## src/rtl/midi_track_event_encoder_macros.svh

```systemverilog
// Assertion macros shared by the encoder's RTL modules.
// Depends on: clk and rst_n existing in the module that uses them.
`ifndef MIDI_TRACK_EVENT_ENCODER_MACROS_SVH
`define MIDI_TRACK_EVENT_ENCODER_MACROS_SVH
`ifndef SYNTH
// Same-cycle implication, disabled during reset.
`define MTE_ASSERT_NOW(label, ante, cons) \
  label: assert property (@(posedge clk) disable iff (!rst_n) (ante) |-> (cons)) \
    else $error("mte assertion failed");
// Next-cycle implication, disabled during reset.
`define MTE_ASSERT_NEXT(label, ante, cons) \
  label: assert property (@(posedge clk) disable iff (!rst_n) (ante) |=> (cons)) \
    else $error("mte assertion failed");
`else
`define MTE_ASSERT_NOW(label, ante, cons)
`define MTE_ASSERT_NEXT(label, ante, cons)
`endif
`endif

```

## src/rtl/mte_pkg.sv

```systemverilog
// Types, constants and helpers shared by the MIDI track event encoder.
// Depends on: nothing.
package mte_pkg;

  typedef struct packed {
    logic        req_type;
    logic [30:0] event_tick;
    logic [7:0]  msg_byte;
    logic        first_of_message;
    logic        multi_byte_message;
  } in_item_t;

  typedef struct packed {
    logic [7:0] out_byte;
    logic       last_of_run;
    logic       no_output;
  } out_item_t;

  typedef enum logic [1:0] {
    JOB_PASS  = 2'd0,
    JOB_FIRST = 2'd1,
    JOB_EOT   = 2'd2
  } job_kind_t;

  typedef struct packed {
    job_kind_t   kind;
    logic [30:0] delta;
    logic [7:0]  msg_byte;
    logic        elide;
  } job_t;

  localparam int          FIFO_DEPTH = 4;
  localparam int          FIFO_AW    = 2;
  localparam int          IDX_W      = 3;
  localparam logic [7:0]  MORE_BIT   = 8'h80;
  localparam logic [3:0]  SYS_NIBBLE = 4'hF;
  localparam logic [2:0]  EOT_LEN    = 3'd4;

  // End-of-track meta event: 00 FF 2F 00
  function automatic logic [7:0] eot_byte(input logic [1:0] idx);
    logic [7:0] b;
    case (idx)
      2'd0:    b = 8'h00;
      2'd1:    b = 8'hFF;
      2'd2:    b = 8'h2F;
      default: b = 8'h00;
    endcase
    return b;
  endfunction

endpackage

```

## src/rtl/midi_track_event_encoder.sv

```systemverilog
// MIDI track event encoder: accepted items are queued as jobs and expanded into a registered output,
// one output byte per cycle while out_ready stays high and jobs are queued.
// A status or data byte yields one output item of the back end; a message's first byte
// yields 1 to 6 (delta VLQ bytes plus status); end of track yields 4 items.
// Input takes one item per cycle until the 4-entry job queue fills.
// rst_n (synchronous, active low) clears running-status state, queue and output.
module midi_track_event_encoder (
  input  logic               clk,
  input  logic               rst_n,
  input  logic               in_valid,
  output logic               in_ready,
  input  mte_pkg::in_item_t  in_data,
  output logic               out_valid,
  input  logic               out_ready,
  output mte_pkg::out_item_t out_data
);

  // Front end -> queue: classified jobs carrying the clamped delta and
  // the running-status decision, already resolved at acceptance time.
  logic          job_valid;
  logic          job_ready;
  mte_pkg::job_t job_data;

  // Queue -> back end.
  logic          q_full;
  logic          q_empty;
  logic          q_pop;
  mte_pkg::job_t q_head;

  // Front end: owns previous tick, previous status and the first-event flag.
  // Since all state follows the order of accepted items, it is updated at
  // acceptance and the back end never needs to see it.
  mte_front u_front (
    .clk       (clk),
    .rst_n     (rst_n),
    .in_valid  (in_valid),
    .in_ready  (in_ready),
    .in_data   (in_data),
    .job_valid (job_valid),
    .job_ready (job_ready),
    .job_data  (job_data)
  );

  // Hold jobs while the back end expands a long run; stall input only on full.
  assign job_ready = !q_full;

  mte_fifo u_fifo (
    .clk       (clk),
    .rst_n     (rst_n),
    .push      (job_valid && job_ready),
    .push_data (job_data),
    .full      (q_full),
    .pop       (q_pop),
    .head      (q_head),
    .empty     (q_empty)
  );

  // Back end: walk each job one byte per cycle, while the output can take it, into a registered output;
  // the next job is loaded on the cycle the current run's last byte leaves.
  mte_back u_back (
    .clk       (clk),
    .rst_n     (rst_n),
    .job_avail (!q_empty),
    .job_head  (q_head),
    .job_pop   (q_pop),
    .out_valid (out_valid),
    .out_ready (out_ready),
    .out_data  (out_data)
  );

endmodule

```

## src/rtl/mte_front.sv

```systemverilog
// Front end: accepts input items, tracks running-status state, builds jobs.
// Depends on: mte_pkg.
module mte_front (
  input  logic              clk,
  input  logic              rst_n,
  input  logic              in_valid,
  output logic              in_ready,
  input  mte_pkg::in_item_t in_data,
  output logic              job_valid,
  input  logic              job_ready,
  output mte_pkg::job_t     job_data
);

  logic [30:0] prev_tick_r;
  logic [7:0]  prev_status_r;
  logic        seen_r;
  logic        accept;

  assign in_ready  = job_ready;
  assign job_valid = in_valid;
  assign accept    = in_valid && job_ready;

  always_comb begin
    job_data.delta    = (in_data.event_tick > prev_tick_r) ?
                        (in_data.event_tick - prev_tick_r) : 31'd0;
    job_data.msg_byte = in_data.msg_byte;
    job_data.elide    = (in_data.msg_byte == prev_status_r) &&
                        (in_data.msg_byte[7:4] != mte_pkg::SYS_NIBBLE) &&
                        seen_r && in_data.multi_byte_message;
    if (in_data.req_type) begin
      job_data.kind = mte_pkg::JOB_EOT;
    end else if (in_data.first_of_message) begin
      job_data.kind = mte_pkg::JOB_FIRST;
    end else begin
      job_data.kind = mte_pkg::JOB_PASS;
    end
  end

  always_ff @(posedge clk) begin
    if (!rst_n) begin
      prev_tick_r   <= '0;
      prev_status_r <= '0;
      seen_r        <= 1'b0;
    end else if (accept) begin
      if (in_data.req_type) begin
        // terminator starts a fresh track
        prev_tick_r   <= '0;
        prev_status_r <= '0;
        seen_r        <= 1'b0;
      end else if (in_data.first_of_message) begin
        prev_tick_r   <= in_data.event_tick;
        prev_status_r <= in_data.msg_byte;
        seen_r        <= 1'b1;
      end
    end
  end

endmodule

```

## src/rtl/mte_fifo.sv

```systemverilog
// Short job queue between front and back end.
// Depends on: mte_pkg, midi_track_event_encoder_macros.svh.
`include "midi_track_event_encoder_macros.svh"
module mte_fifo (
  input  logic           clk,
  input  logic           rst_n,
  input  logic           push,
  input  mte_pkg::job_t  push_data,
  output logic           full,
  input  logic           pop,
  output mte_pkg::job_t  head,
  output logic           empty
);

  localparam logic [mte_pkg::FIFO_AW:0] DEPTH_V =
    (mte_pkg::FIFO_AW + 1)'(mte_pkg::FIFO_DEPTH);

  mte_pkg::job_t                mem_r [mte_pkg::FIFO_DEPTH];
  logic [mte_pkg::FIFO_AW:0]    wr_ptr_r;
  logic [mte_pkg::FIFO_AW:0]    rd_ptr_r;
  logic [mte_pkg::FIFO_AW:0]    fill;

  assign fill  = wr_ptr_r - rd_ptr_r;
  assign empty = (wr_ptr_r == rd_ptr_r);
  assign full  = (fill == DEPTH_V);
  assign head  = mem_r[rd_ptr_r[mte_pkg::FIFO_AW-1:0]];

  always_ff @(posedge clk) begin
    if (push) begin
      mem_r[wr_ptr_r[mte_pkg::FIFO_AW-1:0]] <= push_data;
    end
  end

  always_ff @(posedge clk) begin
    if (!rst_n) begin
      wr_ptr_r <= '0;
      rd_ptr_r <= '0;
    end else begin
      if (push) wr_ptr_r <= wr_ptr_r + 1'b1;
      if (pop)  rd_ptr_r <= rd_ptr_r + 1'b1;
    end
  end

  `MTE_ASSERT_NOW(a_fill_bound, 1'b1, fill <= DEPTH_V)
  `MTE_ASSERT_NOW(a_no_overflow, push, !full)
  `MTE_ASSERT_NOW(a_no_underflow, pop, !empty)

endmodule

```

## src/rtl/mte_back.sv

```systemverilog
// Back end: expands one job per run into delta VLQ, status, data or end-of-track bytes.
// Depends on: mte_pkg, midi_track_event_encoder_macros.svh.
`include "midi_track_event_encoder_macros.svh"
module mte_back (
  input  logic               clk,
  input  logic               rst_n,
  input  logic               job_avail,
  input  mte_pkg::job_t      job_head,
  output logic               job_pop,
  output logic               out_valid,
  input  logic               out_ready,
  output mte_pkg::out_item_t out_data
);

  mte_pkg::job_t                 cur_r;
  logic                          busy_r;
  logic [mte_pkg::IDX_W-1:0]     idx_r;
  logic [mte_pkg::IDX_W-1:0]     idx_nxt;
  logic                          out_valid_r;
  mte_pkg::out_item_t            out_data_r;

  logic [mte_pkg::IDX_W-1:0]     ngroups;
  logic [mte_pkg::IDX_W-1:0]     run_len;
  logic [mte_pkg::IDX_W-1:0]     grp;
  logic [6:0]                    grp_bits;
  logic                          emit;
  logic                          last_now;
  mte_pkg::out_item_t            item;

  // number of 7-bit groups the delta needs
  always_comb begin
    if (cur_r.delta[30:28] != '0) begin
      ngroups = 3'd5;
    end else if (cur_r.delta[27:21] != '0) begin
      ngroups = 3'd4;
    end else if (cur_r.delta[20:14] != '0) begin
      ngroups = 3'd3;
    end else if (cur_r.delta[13:7] != '0) begin
      ngroups = 3'd2;
    end else begin
      ngroups = 3'd1;
    end
  end

  always_comb begin
    unique case (cur_r.kind)
      mte_pkg::JOB_PASS:  run_len = 3'd1;
      mte_pkg::JOB_FIRST: run_len = ngroups + {2'b00, !cur_r.elide};
      mte_pkg::JOB_EOT:   run_len = mte_pkg::EOT_LEN;
      default:            run_len = 3'd1;
    endcase
  end

  // most significant group first
  assign grp = ngroups - 3'd1 - idx_r;

  always_comb begin
    unique case (grp)
      3'd0:    grp_bits = cur_r.delta[6:0];
      3'd1:    grp_bits = cur_r.delta[13:7];
      3'd2:    grp_bits = cur_r.delta[20:14];
      3'd3:    grp_bits = cur_r.delta[27:21];
      3'd4:    grp_bits = {4'b0000, cur_r.delta[30:28]};
      default: grp_bits = 7'd0;
    endcase
  end

  assign last_now = (idx_r == run_len - 3'd1);
  assign emit     = busy_r && (!out_valid_r || out_ready);
  assign job_pop  = job_avail && (!busy_r || (emit && last_now));
  assign idx_nxt  = idx_r + 3'd1;

  always_comb begin
    item.last_of_run = last_now;
    item.no_output   = 1'b0;
    unique case (cur_r.kind)
      mte_pkg::JOB_PASS: item.out_byte = cur_r.msg_byte;
      mte_pkg::JOB_FIRST: begin
        if (idx_r < ngroups) begin
          item.out_byte = {(grp != 3'd0), grp_bits};
          item.no_output = last_now;
        end else begin
          item.out_byte = cur_r.msg_byte;
        end
      end
      mte_pkg::JOB_EOT:  item.out_byte = mte_pkg::eot_byte(idx_r[1:0]);
      default:           item.out_byte = cur_r.msg_byte;
    endcase
  end

  always_ff @(posedge clk) begin
    if (job_pop) begin
      cur_r <= job_head;
    end
    if (emit) begin
      out_data_r <= item;
    end
  end

  always_ff @(posedge clk) begin
    if (!rst_n) begin
      busy_r      <= 1'b0;
      idx_r       <= '0;
      out_valid_r <= 1'b0;
    end else begin
      if (job_pop) begin
        busy_r <= 1'b1;
        idx_r  <= '0;
      end else if (emit && last_now) begin
        busy_r <= 1'b0;
      end else if (emit) begin
        idx_r <= idx_nxt;
      end
      if (emit) begin
        out_valid_r <= 1'b1;
      end else if (out_ready) begin
        out_valid_r <= 1'b0;
      end
    end
  end

  assign out_valid = out_valid_r;
  assign out_data  = out_data_r;

  `MTE_ASSERT_NOW(a_idx_in_run, busy_r, idx_r < run_len)
  `MTE_ASSERT_NEXT(a_pop_loads, job_pop, busy_r && (idx_r == '0))
  `MTE_ASSERT_NOW(a_elide_marks_last, out_valid_r && out_data_r.no_output, out_data_r.last_of_run)

endmodule
```

## config.mk

```make
export PLATFORM = sky130hd
export DESIGN_NAME = midi_track_event_encoder
export DESIGN_NICKNAME = d
export VERILOG_FILES = /design/src/rtl/mte_pkg.sv /design/src/rtl/midi_track_event_encoder.sv /design/src/rtl/mte_front.sv /design/src/rtl/mte_fifo.sv /design/src/rtl/mte_back.sv
export VERILOG_INCLUDE_DIRS = /design/src /design/src/rtl
export SDC_FILE = /design/constraint.sdc
export NUM_CORES = 1
export LEC_CHECK = 0
export BUFFER_PORTS_ARGS = -buffer_cell sky130_fd_sc_hd__clkbuf_2
export CAP_MARGIN = 20
export CORE_MARGIN = 4
export CORE_UTILIZATION = 60
export DETAILED_ROUTE_END_ITERATION = 8
export HOLD_SLACK_MARGIN = 0.1
export PLACE_DENSITY = 0.78
export SYNTH_ARGS = -nofsm -noshare
export SYNTH_HDL_FRONTEND = slang
export SYNTH_SLANG_ARGS = --single-unit
export TNS_END_PERCENT = 5
```

## constraint.sdc

```tcl
create_clock -name clk -period 4.5 [get_ports clk]
set_input_delay 0.9 -clock clk [delete_from_list [all_inputs] [get_ports clk]]
set_output_delay 0.9 -clock clk [all_outputs]
set_load 0.02 [all_outputs]
```

==> results of run 1 <==
cells by family (layout without fill, tap and decap cells):
group / count (synthesis) / count (layout) / synth area share, %
flip-flops: 271 / 271 / 60.7
AND/OR/NAND/NOR: 201 / 201 / 8.76
XOR/XNOR: 43 / 43 / 3.00
adder cells (fa/ha/maj): 52 / 52 / 5.29
multiplexers: 57 / 57 / 8.94
AO/OA/AOI/OAI: 186 / 186 / 10.1
buffers and inverters: 103 / 180 / 3.21
power by group through the flow:
| stage | clock network (W) | registers, W | logic, W |
|---|---|---|---|
| 2_1_floorplan | 0 | 0.00378 | 0.00193 |
| 3_3_place_gp | 0 | 0.00379 | 0.00257 |
| 3_5_place_dp | 0 | 0.00381 | 0.00265 |
| 4_1_cts | 0.00224 | 0.00377 | 0.00269 |
| 5_1_grt | 0.00236 | 0.00382 | 0.00294 |
| 6_report | 0.00221 | 0.00377 | 0.00267 |
per-stage QoR:
stage               total power [W]  instance area (um^2)  utilization, %  instances
finish                      0.00866                 14000            68.6       1260
global route                0.00912                 14000            68.6       1260
CTS                         0.00870                 14000            68.6       1259
detailed placement          0.00646                 13100            64.2       1209
global placement            0.00636                 13100            64.2       1209
floorplan                   0.00571                 12600               -        913
worst max-delay path by stage:
stage	slack, ns	to	depth (start not counted)
finish	0.47	u_fifo.rd_ptr_r[2]$_SDFFE_PN0P_	14
detailed placement	0.39	u_back.idx_r[0]$_SDFFE_PP0P_	14
global placement	0.58	u_fifo.rd_ptr_r[1]$_SDFFE_PN0P_	14
global route	0.12	u_back.idx_r[0]$_SDFFE_PP0P_	13
floorplan	0.75	u_back.out_data[2]$_DFFE_PP_	15
CTS	0.38	u_fifo.rd_ptr_r[2]$_SDFFE_PN0P_	14
routing by layer:
metal / wire length (um) / vias to the layer above
met5: 0 / -
met4: 520 / 0
met3: 1640 / 47
met2: 12100 / 254
met1: 11200 / 3774
li1: - / 3594
final cells by class:
type / instances / area share (%)
Sequential cell: 271 / 54.4
Timing Repair Buffer: 70 / 2.77
Clock buffer: 40 / 5.54
Clock inverter: 10 / 0.794
Tap cell: 270 / 2.41
Inverter: 60 / 1.61
Multi-Input combinational cell: 539 / 32.5
what timing repair did:
action,4_1_cts,5_1_grt
setup endpoints to repair,0,3
setup buffers,0,0
gates resized for setup,0,3
tightest hold or removal path, cell delays in order (launching register included):
cell and delay (ns):
dfxtp_1 0.33, a22oi_1 0.06, nor2b_1 0.09
synth_stat cells (2+ instances only):
master,number,area [um^2]
a211oi_1,5,37.5
a21boi_0,2,15.0
a21o_1,18,135
a21oi_1,41,205
a21oi_2,2,17.5
a221o_1,2,20.0
a221oi_1,4,35.0
a22oi_1,40,300
a31o_2,2,17.5
a31oi_1,6,37.5
and2_1,5,31.3
and3_1,11,68.8
buf_1,6,22.5
buf_2,2,10.0
buf_4,2,15.0
clkbuf_1,32,120
dfxtp_1,51,1020
edfxtp_1,220,6610
fa_1,2,40.0
ha_1,50,626
inv_1,60,225
mux2_2,2,22.5
mux2i_1,11,110
mux4_2,44,991
nand2_1,33,124
nand2b_1,8,50.1
nand3_1,10,50.1
nand4_1,9,56.3
nor2_1,25,93.8
nor2b_1,51,319
nor3_1,35,175
nor3b_1,5,37.5
nor4_1,3,18.8
nor4_4,2,42.5
o211ai_1,6,45.0
o21a_1,4,30.0
o21ai_0,25,125
o21bai_1,5,37.5
o221ai_1,3,26.3
o22ai_1,2,12.5
o31ai_1,5,37.5
xnor2_1,33,289
xor2_1,10,87.6
registers in the layout (all words and copies together), names as in the netlist:
name                   count
u_back.out_valid           1
u_back.busy_r              1
u_front.seen_r             1
u_fifo.mem_r             168
u_front.prev_tick_r       31
u_fifo.rd_ptr_r            3
u_back.cur_r              42
u_back.idx_r               3
u_back.out_data           10
u_front.prev_status_r      8
u_fifo.wr_ptr_r            3
==> summary.txt, run 1 <==
Max-slew violation count: 0
Synthesized instance count: 913
Logic pwr share: 30.9%
Hpwl dp: 17.0 mm
PortBufs: 57
CP Capture Type: flip-flop
ANT cells: 0
Sw Pwr: 0.00276 W
# hold bufs at CTS: 0
Clock-pin slew on the worst setup and hold paths: 0.06 ns
Fin Clk Skew: 0.00705 ns
All-Layer GR Usage: 21.9%
Yosys reg bits: 271
Worst-Skew Late Latency: 0.53 ns
# rows: 52
Max Cap Violations: 0
Layout area overhead: 11.6%
Clock group share of total power: 25.6%
Critical path class: flip-flop to flip-flop
Final GP Congestion: 0.928
Sequential cell area: 7630 um^2
DRT iter0 DRCs: 516
CTS tree: done
Synth warn: 0
Drt wl/cell: 20.2 um
Sequential share of power: 43.6%
CP max-delay cell: or4_1
Origin of the critical flop-to-flop path: u_back.cur_r[18]$_DFFE_PP_
Reg2reg end: u_fifo.rd_ptr_r[2]$_SDFFE_PN0P_
Critical path launch point: u_back.cur_r[18]$_DFFE_PP_
Worst slew margin: 34.2%
Final Critical Period: 4.03 ns
Max Clk Rate: 248 MHz
Die W: 153 um
Synthesized area per cell: 13.8 um^2
Area of the multi-input gates: 4560 um^2
Ys async rst share: 0%
WHS Endpoint: u_front.prev_tick_r[16]$_SDFFE_PN0P_
RSZ-0062 raised after global routing: no
Power density over the cells: 617 nW/um^2
WHS: 0.519 ns
Min-Delay Path Depth: 2
Clock Root Buffer: clkbuf_16
Register area share after synthesis: 60.7%
DIE HEIGHT: 153 um
Main synth FF type: edfxtp_1
Peak supply drop: 464 uV
Final Hold Fails: 0
R2R Setup Slk: 0.47 ns
Clock tree buffer depth: 3
Post-synth EDFFs: 220
Num Clock Sinks: 271
P_int: 0.00590 W
Initial antenna violation count: 0
Pre-CTS setup slack: 0.393 ns
Worst Max-Slew Pin Slew: 0.987 ns
Detail Route Antenna Nets: 0
Yosys cell types: 62
Fillcell total: 1390
Total grt overflow: 0
Fin nets: 1068
Vias/cell: 6.09
Largest net degree at the start of global routing: 51
Worst reg2reg path depth: 14
Final wirelength: 25.5 mm
First-pass GRT wire length: 40.9 mm
Largest stage delay, worst path: 0.54 ns
GR peak layer: met2
DRC viols: 0
Syn Nets: 1011
TritonCTS buffer count: 28
Tcrit/Tclk final: 89.6%
Vias in the first global route: 7555
Share of cells above drive strength 1: 17.7%
Startpoint Class: flip-flop
Setup TNS: 0 ns
Die area: 23300 um^2
Post-Syn Area: 12600 um^2
Drt first pass iters: 5
Crit path DAT: 4.44 ns
Total number of vias: 7669
Worst min-delay path class: flip-flop to flip-flop
Met1 Use GR: 31.6%
Status: complete, no violations
WP buf/inv: 2
Leak pwr: 4.90 nW
Most frequent cells in the layout: 220 x edfxtp_1, 60 x inv_1, 57 x clkbuf_2, 51 x nor2b_1, 50 x ha_1
Hold Startpoint: u_front.prev_tick_r[16]$_SDFFE_PN0P_
H-Tree Depth: 1
Setup violators final: 0
Critical path cell sequence: or4_1 -> nor4_1 -> inv_1 -> o21ai_1 -> inv_1 -> ha_1 -> nand3_1 -> ha_1 -> xnor2_1 -> or3_1 -> a21oi_2 -> a22o_4 -> nand2_1 -> mux2i_1
Starting Density: 61.5%
Core ar.: 20400 um^2
M2 GR Usage: 35.2%
Crit path max-delay family: simple AND/OR/NAND/NOR gates
Commonest non-fill, non-tap cell in the layout: edfxtp_1
Net Sw Frac: 31.8%
Critical Path RT: 4.91 ns
Met3 usage: 3.21%
Critical path peak fanout: 46
Final worst slack: 0.470 ns
Number of primary I/O pins: 58
No activity file was read; power rests on OpenSTA's default activity.
==> run 2, diff against run 1 <==
CELL_PAD_IN_SITES_DETAIL_PLACEMENT = 0   (was default)
CELL_PAD_IN_SITES_GLOBAL_PLACEMENT = 1   (was default)
CORE_UTILIZATION = 52   (was 60)
PLACE_DENSITY = default   (was 0.78)
PLACE_DENSITY_LB_ADDON = 0.1   (was default)
==> summary.txt, run 2 (synthesis gave the netlist of run 1 again) <==
Die W: 163 um (+7.0%)
CP Capture Type: flip-flop
# rows: 56 (+7.7%)
Leak pwr: 4.94 nW (+0.85%)
Largest net degree at the start of global routing: 51 (unchanged)
Core ar.: 23600 um^2 (+16%)
Clock tree buffer depth: 3 (unchanged)
Num Clock Sinks: 271 (unchanged)
Vias/cell: 5.76 (-5.4%)
Drt wl/cell: 20.3 um (+0.40%)
Drt first pass iters: 5 (unchanged)
All-Layer GR Usage: 20.3% (-1.5 points)
Clock Root Buffer: clkbuf_16
DRT iter0 DRCs: 533 (+3.3%)
Layout area overhead: 12.7%
Final worst slack: 0.303 ns (-0.168 ns)
Critical path peak fanout: 46 (unchanged)
Starting Density: 53.2% (-8.3 points)
Total number of vias: 7553 (-1.5%)
Pre-CTS setup slack: 0.298 ns (-0.0953 ns)
Final Critical Period: 4.20 ns (+0.168 ns)
Fin Clk Skew: 0.0160 ns (+0.00891 ns)
Crit path DAT: 4.60 ns (+0.16 ns)
First-pass GRT wire length: 42.8 mm (+4.5%)
Max reg flops: 168 (unchanged)
Max-slew violation count: 0 (unchanged)
Fillcell total: 1883 (+35%)
P_int: 0.00599 W (+1.4%)
Hpwl dp: 18.9 mm (+11%)
Sw Pwr: 0.00279 W (+1.1%)
# hold bufs at CTS: 0 (unchanged)
DIE HEIGHT: 163 um (+7.0%)
Vias in the first global route: 7697 (+1.9%)
Power density over the cells: 619 nW/um^2 (+0.33%)
Worst min-delay path class: flip-flop to flip-flop
Total grt overflow: 0 (unchanged)
Peak supply drop: 398 uV (-14%)
Tcrit/Tclk final: 93.3% (+3.7 points)
Max Cap Violations: 0 (unchanged)
Worst-Skew Late Latency: 0.53 ns (about the same)
Setup TNS: 0 ns (unchanged)
TritonCTS buffer count: 29 (+3.6%)
Number of primary I/O pins: 58 (unchanged)
Final GP Congestion: 0.856 (-7.7%)
Initial antenna violation count: 0 (unchanged)
Resized cells post-CTS: 0 (unchanged)
CTS tree: done
Final wirelength: 26.7 mm (+4.5%)
Startpoint Class: flip-flop
Setup violators final: 0 (unchanged)
Detail Route Antenna Nets: 0 (unchanged)
Status: complete, no violations
Share of cells above drive strength 1: 17.5% (-0.15 points)
ANT cells: 0 (unchanged)
Clock group share of total power: 26.0% (+0.4 points)
H-Tree Depth: 1 (unchanged)
Critical path class: flip-flop to flip-flop
Commonest non-fill, non-tap cell in the layout: edfxtp_1
Worst slew margin: 31.5% (-2.7 points)
Most frequent cells in the layout: 220 x edfxtp_1, 60 x inv_1, 57 x clkbuf_2, 51 x nor2b_1, 50 x ha_1
WHS: 0.492 ns (-0.0264 ns)
Logic pwr share: 31.2% (+0.3 points)
Final Hold Fails: 0 (unchanged)
RSZ-0062 raised after global routing: no
Worst Max-Slew Pin Slew: 1.03 ns (+0.0403 ns)
Fin nets: 1070 (+0.19%)
PortBufs: 57 (unchanged)
Clock-pin slew on the worst setup and hold paths: 0.06 ns (about the same)
Critical Path RT: 4.91 ns (about the same)
Max Clk Rate: 238 MHz (-4.0%)
Die area: 26700 um^2 (+15%)
Setup Fix Bufs, Post-CTS: 0 (unchanged)
Sequential share of power: 42.7% (-0.9 points)
Net Sw Frac: 31.8% (-0.062 points)
DRC viols: 0 (unchanged)
Final Util: 60.0% (-8.7 points)
==> run 2: cell count changes in the layout (fill, tap and decap cells not counted), sizes merged <==
cell,previous run,this run
inv,61,60
buf,12,13
clkbuf,97,95
clkinv,4,11
clkinvlp,3,0
bufinv,2,3
==> run 2: critical path, cell delays in order, from the launching register on <==
cell and delay (ns):
edfxtp_1 0.40, or4_1 0.54, nor4_1 0.37, inv_1 0.07, o21ai_0 0.36, inv_1 0.12
ha_1 0.30, nand3_1 0.07, ha_1 0.22, xnor2_1 0.13, or3_1 0.32, a21oi_2 0.31
a22o_4 0.55, nand2b_1 0.23, a211oi_1 0.08
==> run 2: power by group through the flow <==
stage | logic, W | clock network (W) | registers, W
2_1_floorplan | 0.00193 | 0 | 0.00378
3_3_place_gp | 0.00268 | 0 | 0.00379
3_5_place_dp | 0.00278 | 0 | 0.00380
4_1_cts | 0.00278 | 0.00234 | 0.00375
5_1_grt | 0.00299 | 0.00246 | 0.00379
6_report | 0.00274 | 0.00228 | 0.00375
==> run 2: routing by layer <==
layer / vias to the layer above / global-route usage [%] / wire length, um
li1: 3605 / - / -
met1: 3740 / 30.9 / 12600
met2: 175 / 31.8 / 12400
met3: 33 / 2.75 / 1240
met4: 0 / 4.23 / 361
met5: - / 0 / 0
==> run 2: layout make-up <==
cell class | count | area [um^2] | area share, %
Clock inverter | 14 | 144 | 1.02
Multi-Input combinational cell | 539 | 4550 | 32.1
Clock buffer | 38 | 779 | 5.50
Tap cell | 319 | 399 | 2.82
Timing Repair Buffer | 71 | 433 | 3.06
Inverter | 60 | 225 | 1.59
Sequential cell | 271 | 7630 | 53.9
==> run 2: per-stage QoR <==
stage | total power [W] | instance area, um^2 | cells
after floorplan | 0.00571 | 12600 | 913
after global placement | 0.00647 | 13200 | 1256
after detailed placement | 0.00658 | 13200 | 1259
after CTS | 0.00888 | 14200 | 1311
after global routing | 0.00924 | 14200 | 1312
final | 0.00877 | 14200 | 1312
==> run 2: path summary, 6_finish.rpt <==
check | depth (start not counted) | endpoint | slack (ns) | start
max reg2reg | 14 | u_back.idx_r[1]$_SDFFE_PP0P_ | 0.30 | u_back.cur_r[18]$_DFFE_PP_
min | 2 | u_fifo.rd_ptr_r[2]$_SDFFE_PN0P_ | 0.49 | u_fifo.rd_ptr_r[2]$_SDFFE_PN0P_
min reg2reg | 2 | u_fifo.rd_ptr_r[2]$_SDFFE_PN0P_ | 0.49 | u_fifo.rd_ptr_r[2]$_SDFFE_PN0P_
max | 14 | u_back.idx_r[1]$_SDFFE_PP0P_ | 0.30 | u_back.cur_r[18]$_DFFE_PP_
==> run 3, diff against run 2 <==
CTS_BUF_LIST = sky130_fd_sc_hd__clkbuf_8 sky130_fd_sc_hd__clkbuf_16   (was default)
PLACE_DENSITY_LB_ADDON = 0.25   (was 0.1)
==> summary.txt, run 3 (synthesis gave the netlist of run 1 again) <==
Layout area overhead: 13.1%
Logic pwr share: 31.0% (-0.2 points)
Largest net degree at the start of global routing: 51 (unchanged)
Starting Density: 53.2% (unchanged)
Peak supply drop: 425 uV (+6.9%)
Initial antenna violation count: 0 (unchanged)
Commonest non-fill, non-tap cell in the layout: edfxtp_1
Status: complete, no violations
Drt wl/cell: 19.8 um (-2.4%)
Worst min-delay path class: flip-flop to flip-flop
Sw Pwr: 0.00279 W (about the same)
Number of primary I/O pins: 58 (unchanged)
Critical path class: flip-flop to flip-flop
Worst slew margin: 38.7% (+7.2 points)
Crit path DAT: 4.32 ns (-0.28 ns)
Worst-Skew Late Latency: 0.53 ns (about the same)
Share of cells above drive strength 1: 18.4% (+0.87 points)
Num Clock Sinks: 271 (unchanged)
Worst reg2reg path depth: 15 (+1)
Largest stage delay, worst path: 0.53 ns (-0.02 ns)
Total grt overflow: 0 (unchanged)
Setup Fix Bufs, Post-CTS: 0 (unchanged)
All-Layer GR Usage: 20.0% (-0.35 points)
Min-Delay Path Depth: 2 (unchanged)
Detail Route Antenna Nets: 0 (unchanged)
CTS tree: done
Die W: 163 um (unchanged)
Most frequent cells in the layout: 220 x edfxtp_1, 67 x inv_1, 57 x clkbuf_2, 51 x nor2b_1, 50 x ha_1
Origin of the critical flop-to-flop path: u_back.cur_r[18]$_DFFE_PP_
# hold bufs at CTS: 0 (unchanged)
Final Hold Fails: 0 (unchanged)
RSZ-0062 raised after global routing: no
DIE HEIGHT: 163 um (unchanged)
Drt first pass iters: 5 (unchanged)
Total number of vias: 7469 (-1.1%)
First-pass GRT wire length: 41.8 mm (-2.1%)
Vias in the first global route: 7560 (-1.8%)
DRC viols: 0 (unchanged)
Fin Clk Skew: 0.0125 ns (-0.00348 ns)
Vias/cell: 5.68 (-1.3%)
Fin nets: 1071 (+0.093%)
P_int: 0.00608 W (+1.5%)
Power density over the cells: 623 nW/um^2 (+0.61%)
Critical path cell sequence: or4_1 -> nor4_1 -> inv_1 -> o21ai_0 -> inv_1 -> ha_1 -> nand3_1 -> ha_1 -> xnor2_1 -> or3_1 -> a21oi_2 -> a22o_4 -> buf_12 -> xor2_1 -> and2_1
Total power: 0.00887 W (+1.0%)
Critical path peak fanout: 38 (-17%)
Max-slew violation count: 0 (unchanged)
Setup violators final: 0 (unchanged)
Hpwl dp: 17.8 mm (-6.0%)
Critical Path RT: 4.92 ns (about the same)
H-Tree Depth: 1 (unchanged)
Final GP Congestion: 0.870 (+1.6%)
Net Sw Frac: 31.5% (-0.33 points)
Startpoint Class: flip-flop
TritonCTS buffer count: 28 (-3.4%)
WHS: 0.495 ns (+0.00274 ns)
Core ar.: 23600 um^2 (unchanged)
Resized cells post-CTS: 0 (unchanged)
Sequential share of power: 42.3% (-0.4 points)
Clock Root Buffer: clkbuf_16
# rows: 56 (unchanged)
R2R Setup Slk: 0.60 ns (+0.30 ns)
Clock tree buffer depth: 3 (unchanged)
Tcrit/Tclk final: 86.7% (-6.6 points)
PortBufs: 57 (unchanged)
Max reg flops: 168 (unchanged)
WHS Endpoint: u_fifo.rd_ptr_r[2]$_SDFFE_PN0P_
ANT cells: 0 (unchanged)
Leak pwr: 4.99 nW (+1.0%)
CP max-delay cell: or4_1
Final wirelength: 26.1 mm (-2.3%)
Max Cap Violations: 0 (unchanged)
Clock-pin slew on the worst setup and hold paths: 0.06 ns (about the same)
Max Clk Rate: 256 MHz (+7.6%)
Die area: 26700 um^2 (unchanged)
Setup TNS: 0 ns (unchanged)
Hold Startpoint: u_fifo.rd_ptr_r[2]$_SDFFE_PN0P_
Worst Max-Slew Pin Slew: 0.897 ns (-0.130 ns)
CP Capture Type: flip-flop
Reg2reg end: u_fifo.rd_ptr_r[0]$_SDFFE_PN0P_
Final Critical Period: 3.90 ns (-0.296 ns)
Clock group share of total power: 26.6% (+0.6 points)
DRT iter0 DRCs: 489 (-8.3%)
run 3: cell count changes in the layout (fill, tap and decap cells not counted), moves of 2 or more:
cell and change:
buf_4 +4, clkbuf_8 +4, inv_1 +7, clkbuf_1 -7, clkinv_1 -6, buf_12 -2
run 3: worst max path at each step:
stage / from / end / slack (ns) / cells after the start
after floorplan: u_back.cur_r[18]$_DFFE_PP_ / u_back.out_data[2]$_DFFE_PP_ / 0.75 / 15
after global placement: u_back.cur_r[18]$_DFFE_PP_ / u_fifo.rd_ptr_r[0]$_SDFFE_PN0P_ / 0.66 / 15
after detailed placement: u_back.cur_r[18]$_DFFE_PP_ / u_fifo.rd_ptr_r[0]$_SDFFE_PN0P_ / 0.54 / 15
after CTS: u_back.cur_r[18]$_DFFE_PP_ / u_fifo.rd_ptr_r[0]$_SDFFE_PN0P_ / 0.55 / 15
after global routing: u_back.cur_r[18]$_DFFE_PP_ / u_fifo.rd_ptr_r[0]$_SDFFE_PN0P_ / 0.17 / 15
final: u_back.cur_r[18]$_DFFE_PP_ / u_fifo.rd_ptr_r[0]$_SDFFE_PN0P_ / 0.60 / 15
run 3: power groups by stage:
| stage | Sequential [W] | Combinational [W] | Clock, W |
|---|---|---|---|
| floorplan | 0.00378 | 0.00193 | 0 |
| global placement | 0.00378 | 0.00273 | 0 |
| detailed placement | 0.00380 | 0.00277 | 0 |
| CTS | 0.00376 | 0.00278 | 0.00241 |
| global route | 0.00380 | 0.00304 | 0.00253 |
| finish | 0.00375 | 0.00275 | 0.00236 |
run 3: critical path: cells and delay by family, from the launching register on:
kind	cells	cell delay, ns
AND/OR/NAND/NOR	5	1.36
AO/OA/AOI/OAI	3	0.90
adder cells (fa/ha/maj)	2	0.51
buffers and inverters	3	0.42
flip-flops	1	0.39
XOR/XNOR	2	0.22
run 3: metal layers:
layer / part of all wire, % / wire length [um] / global-route usage (%) / vias to the layer above
li1: - / - / - / 3611
met1: 45 / 11800 / 28.6 / 3627
met2: 48 / 12500 / 32.7 / 196
met3: 4.7 / 1210 / 2.83 / 35
met4: 1.9 / 487 / 5.03 / 0
met5: 0 / 0 / 0 / -
run 3: metrics by stage:
| stage | std cells | utilization, % | instance area (um^2) | worst slack [ns] |
|---|---|---|---|---|
| 4_1_cts | 1313 | 60.1 | 14200 | 0.547 |
| 6_report | 1314 | 60.2 | 14200 | 0.599 |
| 2_1_floorplan | 913 | - | 12600 | 0.752 |
| 3_3_place_gp | 1261 | 56.0 | 13200 | 0.663 |
| 5_1_grt | 1314 | 60.2 | 14200 | 0.174 |
| 3_5_place_dp | 1261 | 56.0 | 13200 | 0.539 |
run 3: area by class of cell:
| class | count | area, um^2 |
|---|---|---|
| well taps | 319 | 399 |
| fillers | 1839 | 9390 |
| clock buffers | 35 | 808 |
| clock inverters | 17 | 171 |
| flip-flops and latches | 271 | 7630 |
| repair buffers | 73 | 438 |
| multi-input cells | 539 | 4550 |
| inverters | 60 | 225 |
